===== src/sv/gbs_pkg.sv =====
// ----------------------------------------------------------------------------
// gbs_pkg
// Shared types and constants for the greedy box suppression block.
// ----------------------------------------------------------------------------
package gbs_pkg;

    // overlap threshold register, unsigned Q0.16
    localparam int              THRESH_W     = 16;
    localparam logic [THRESH_W-1:0] THRESH_RESET = 16'd26214;   // 0.4

    // width of the reported position within a frame
    localparam int              ITEM_INDEX_W = 12;

    // status of the overlap compare pipeline, seen by the controller
    typedef struct packed {
        logic busy;      // any stage holds a comparison
        logic hit_vld;   // a comparison result is out this cycle
        logic hit;       // that comparison exceeds the threshold
    } t_cmp_status;

endpackage


===== src/sv/gbs_iou_cmp.sv =====
// ----------------------------------------------------------------------------
// gbs_iou_cmp
// Five-stage pipeline that tests one candidate/kept box pair per cycle:
// intersection * 2^16 > threshold * union, without any division.
// ----------------------------------------------------------------------------
module gbs_iou_cmp #(
    parameter int COORD_BITS = 16
) (
    input  logic                                  i_clk,
    input  logic                                  i_rst_n,
    input  logic                                  i_vld,
    input  logic [gbs_pkg::THRESH_W-1:0]          i_thresh,
    input  logic signed [COORD_BITS-1:0]          i_cand_left,
    input  logic signed [COORD_BITS-1:0]          i_cand_top,
    input  logic [COORD_BITS-2:0]                 i_cand_width,
    input  logic [COORD_BITS-2:0]                 i_cand_height,
    input  logic signed [COORD_BITS-1:0]          i_kept_left,
    input  logic signed [COORD_BITS-1:0]          i_kept_top,
    input  logic [COORD_BITS-2:0]                 i_kept_width,
    input  logic [COORD_BITS-2:0]                 i_kept_height,
    output gbs_pkg::t_cmp_status                  o_stat
);
    import gbs_pkg::*;

    localparam int CB     = COORD_BITS;
    localparam int AREA_W = 2 * CB - 2;
    localparam int UNI_W  = AREA_W + 1;
    localparam int PROD_W = UNI_W + THRESH_W;

    // stage 1: overlap spans
    logic signed [CB-1:0] lmax, tmax;
    logic signed [CB:0]   rc, rk, bc, bk, rmin, bmin;
    logic signed [CB+1:0] spx, spy;
    logic                 pos_x, pos_y;

    always_comb begin
        lmax  = (i_cand_left > i_kept_left) ? i_cand_left : i_kept_left;
        tmax  = (i_cand_top  > i_kept_top)  ? i_cand_top  : i_kept_top;
        rc    = {i_cand_left[CB-1], i_cand_left} + {2'b00, i_cand_width};
        rk    = {i_kept_left[CB-1], i_kept_left} + {2'b00, i_kept_width};
        bc    = {i_cand_top[CB-1],  i_cand_top}  + {2'b00, i_cand_height};
        bk    = {i_kept_top[CB-1],  i_kept_top}  + {2'b00, i_kept_height};
        rmin  = (rc < rk) ? rc : rk;
        bmin  = (bc < bk) ? bc : bk;
        spx   = {rmin[CB], rmin} - {{2{lmax[CB-1]}}, lmax};
        spy   = {bmin[CB], bmin} - {{2{tmax[CB-1]}}, tmax};
        pos_x = !spx[CB+1] && (spx != '0);
        pos_y = !spy[CB+1] && (spy != '0);
    end

    logic              r1_vld, r2_vld, r3_vld, r4_vld, r5_vld;
    logic [CB-2:0]     r1_sx, r1_sy, r1_kw, r1_kh;
    logic [AREA_W-1:0] r2_inter, r2_ak, r2_ac, r3_inter;
    logic [UNI_W-1:0]  r3_union;
    logic [PROD_W-1:0] r4_prod, r4_lhs;
    logic              r5_hit;

    // valid chain
    always_ff @(posedge i_clk) begin
        if (!i_rst_n) begin
            r1_vld <= 1'b0;
            r2_vld <= 1'b0;
            r3_vld <= 1'b0;
            r4_vld <= 1'b0;
            r5_vld <= 1'b0;
        end else begin
            r1_vld <= i_vld;
            r2_vld <= r1_vld;
            r3_vld <= r2_vld;
            r4_vld <= r3_vld;
            r5_vld <= r4_vld;
        end
    end

    // datapath stages
    always_ff @(posedge i_clk) begin
        // spans are never wider than the narrower box, so CB-1 bits hold them
        r1_sx    <= (pos_x && pos_y) ? spx[CB-2:0] : '0;
        r1_sy    <= (pos_x && pos_y) ? spy[CB-2:0] : '0;
        r1_kw    <= i_kept_width;
        r1_kh    <= i_kept_height;
        // areas
        r2_inter <= r1_sx * r1_sy;
        r2_ak    <= r1_kw * r1_kh;
        r2_ac    <= i_cand_width * i_cand_height;
        // union never goes negative: intersection is within either area
        r3_union <= UNI_W'(r2_ac) + UNI_W'(r2_ak) - UNI_W'(r2_inter);
        r3_inter <= r2_inter;
        // threshold scaling
        r4_prod  <= i_thresh * r3_union;
        r4_lhs   <= PROD_W'({r3_inter, {THRESH_W{1'b0}}});
        // final compare
        r5_hit   <= r4_lhs > r4_prod;
    end

    assign o_stat.busy    = r1_vld | r2_vld | r3_vld | r4_vld | r5_vld;
    assign o_stat.hit_vld = r5_vld;
    assign o_stat.hit     = r5_hit;

endmodule


===== config.mk =====
export PLATFORM = sky130hd
export DESIGN_NAME = gbs_iou_cmp
export DESIGN_NICKNAME = d
export VERILOG_FILES = /design/src/sv/gbs_pkg.sv /design/src/sv/gbs_iou_cmp.sv
export SDC_FILE = /design/constraint.sdc
export NUM_CORES = 2
export LEC_CHECK = 0
export ABC_CLOCK_PERIOD_IN_PS = 9000
export BUFFER_PORTS_ARGS = -buffer_cell sky130_fd_sc_hd__buf_4
export CAP_MARGIN = 0
export CORE_MARGIN = 4
export CORE_UTILIZATION = 40
export CTS_CLUSTER_DIAMETER = 200
export DETAILED_ROUTE_END_ITERATION = 12
export MAX_ROUTING_LAYER = met4
export PLACE_DENSITY = 0.64
export SYNTH_ARGS = -nofsm -noshare
export SYNTH_HDL_FRONTEND = slang
export SYNTH_SLANG_ARGS = --single-unit
export TNS_END_PERCENT = 20

===== constraint.sdc =====
create_clock -name i_clk -period 9 [get_ports i_clk]
set_input_delay 0.9 -clock i_clk [delete_from_list [all_inputs] [get_ports i_clk]]
set_output_delay 0.9 -clock i_clk [all_outputs]
set_load 0.01 [all_outputs]

==> qor.yml <==
placed_cells: 7621
outcome: "finished clean"
clk-insertion-delay-late_ps: 570
antenna_left: 0
setup-tns-final_ps: 0
io-pin-count: 146
dr.first_iter.drc_count: 2163
final_nets: 7605
timing.rr.start: "r3_union[9]"
drt_pass_1_iters: 5
largest_net_degree_at_the_start_of_global_routing: 32
report.final.slew_viol_count: 0
multi_input_area_mm2: 0.0422
number_of_synthesized_register_bits: 294
place_worst_setup_slack_ps: 709
floorplan.initialDensity_pct: 40.3
grt_first_pass_wirelength_um: 225000
std_cell_rows: 133
whs_path_depth: 0
async_reset_ff_share_pct: 0
drt_wl_total_um: 135000
core_mm2: 0.132
drive_above_1_share_pct: 4.55
syn_nets: 7610
routed_vias: 39400
ys.warnings.count: 0
critical_path.max_fanout: 16
fillers: 12800
drt-vias-per-instance: 5.13
die_h_um: 372
htreeDepth: 2
setup_viol: 0
dpl-instance-area_mm2: 0.0556
worst_clock_skew_ps: 49.2
synth_area_per_cell_um2: 8.97
grt_antenna_before_repair: 10
worst_pin_slew_ps: 1200
worst-setup-path-type: "input pin to flop"
cts.repair_timing.setup_buffer_count: 0
globalRoute.totalOverflow: 0
crit_path_end_kind: "flop"
final.min_clock_period_ps: 7740
timing.critical_path.required_ps: 9420
place.detailed.hpwl_um: 112000
maxClockFrequency_mhz: 129
worst_r2r_end: "r4_prod[46]"
grt_util_all_layers_pct: 20.8
rsz0062_at_grt: "false"
post_route_insts_no_fill: 7684
synth-main-ff-cell: "sky130_fd_sc_hd__dfxtp_1"
finalCritPeriodShare_pct: 86.0
final_design_area_no_fill_mm2: 0.0568
max-slew-margin-rel_pct: 17.6
seq_area_frac_synth_pct: 11.1
clkSinkCount: 294
number_of_buffers_inserted_for_hold_repair_after_clock_tree_synthesis: 0
die-area_mm2: 0.138
route.detailed.drc: 0
launch_point_of_the_worst_hold_path: "r3_inter[8]"
clock_root_cell: "sky130_fd_sc_hd__clkbuf_16"
chipWidth_um: 372
tritoncts: "built"
timing.hold.worst.class: "flop to flop"
cp-start-kind: "input pin"
critPathSlowestCell: "sky130_fd_sc_hd__a21oi_2"
yosysUniqueCellTypes: 86
postSynthCellCount: 5908
worst-r2r-cell-count: 21
holdPathEnd: "r4_lhs[24]"
arrival_ps: 8160
port_buffer_count: 145
layout_setup_ws_ps: 1260
synth_area_mm2: 0.0530
grt_pass1_vias: 42000
finalHoldViolCount: 0
gp_congestion: 0.923
ff_latch_area_mm2: 0.00589
syn2layout_area_growth_pct: 7.18
cts-buffers-inserted: 35
clk_pin_slew_worst_paths_ps: 60
max_cap_violations: 0
r2r_slack_ps: 1270
route.detailed.wl_per_inst_um: 17.6
synth_edf_count: 0
post_cts.resized_instances: 0
cpPeakStageDelay_ps: 560
cts-root-to-sink-buffers: 3
synthesized netlist by cell type, drive strengths merged (54+ instances only):
| master | count | area share [%] |
|---|---|---|
| a21o | 104 | 1.5 |
| o21ai | 104 | 0.98 |
| mux2i | 61 | 1.2 |
| nor3 | 70 | 0.68 |
| a21oi | 180 | 1.7 |
| and2 | 426 | 5.0 |
| xor2 | 58 | 0.96 |
| ha | 618 | 15 |
| xnor2 | 137 | 2.3 |
| inv | 1118 | 7.9 |
| o21a | 54 | 0.76 |
| clkbuf | 191 | 1.4 |
| fa | 941 | 36 |
| nor2 | 166 | 1.2 |
| dfxtp | 294 | 11 |
| nand2 | 873 | 6.2 |
cell usage in the layout (no fill, tap or decap), drive strengths merged, types with 32 or more instances in the layout:
master  netlist  routed
xnor2       137     137
a211oi       38      38
nor3         70      70
inv        1118    1123
o21a         54      54
mux2i        61      61
nor2        166     166
dfxtp       294     294
clkbuf      191      47
nand2       873     873
nand4        32      32
o21ai       104     104
buf          12     161
nand3        53      53
a21oi       180     180
fa          941     941
and2        426     426
a21o        104     104
xor2         58      58
ha          618     618
kinds of logic after synthesis:
kind of cell    after synthesis  synth area share (%)
mux                          78                  1.51
fa+ha+maj                  1559                  50.1
xor+xnor                    195                  3.22
simple gates               1789                  16.1
compound gates              672                  8.51
buf+inv                    1321                  9.41
flops                       294                  11.1
cell type report:
type | instances | share of cell area [%]
multi-input cells | 4293 | 74.2
flip-flops and latches | 294 | 10.4
inverters | 1118 | 7.39
well taps | 1755 | 3.86
repair buffers | 161 | 2.13
clock buffers | 47 | 1.71
clock inverters | 15 | 0.366
diodes | 1 | 0.00440
layer usage:
| metal | vias up | track usage (%) | wire length [um] |
|---|---|---|---|
| li1 | 18500 | - | - |
| met1 | 19700 | 28.0 | 61200 |
| met3 | 177 | 2.24 | 7640 |
| met4 | 0 | 5.47 | 3950 |
| met5 | - | - | 0 |
| met2 | 1078 | 33.6 | 62400 |
state kept, by name (all words and copies together) (netlist names), 15 cells and up:
register	cells
r1_kh	15
r1_kw	15
r3_inter	30
r2_ak	30
r2_ac	30
r1_sy	15
r4_prod	47
r1_sx	15
r2_inter	30
r4_lhs	30
r3_union	31
metrics by stage:
| step | util, % | hold slack [ps] |
|---|---|---|
| after floorplan | - | 310 |
| final | 43.2 | 323 |
| after global routing | 43.2 | 329 |
| after CTS | 43.2 | 322 |
| after detailed placement | 42.3 | 312 |
| after global placement | 42.3 | 312 |
critical path: cells and delay by family:
kind,cells,cell delay (ps)
simple gates,5,960
xor+xnor,1,100
buf+inv,2,500
mux,1,360
fa+ha+maj,3,800
compound gates,17,4500
worst max path at each step:
stage	start	end	slack (ps)	depth (start not counted)
global route	i_cand_width[1]	r1_sy[9]	560	29
finish	i_cand_width[1]	r1_sy[9]	1260	29
detailed placement	i_cand_width[1]	r1_sy[9]	710	29
CTS	i_cand_width[1]	r1_sy[9]	1310	29
global placement	i_cand_width[1]	r1_sy[10]	720	29
floorplan	i_cand_width[1]	r1_sy[0]	1870	32
Power is left out: the tool's default activity adds up to more than one toggle a clock period on the data nets, which glitch-free logic cannot reach.
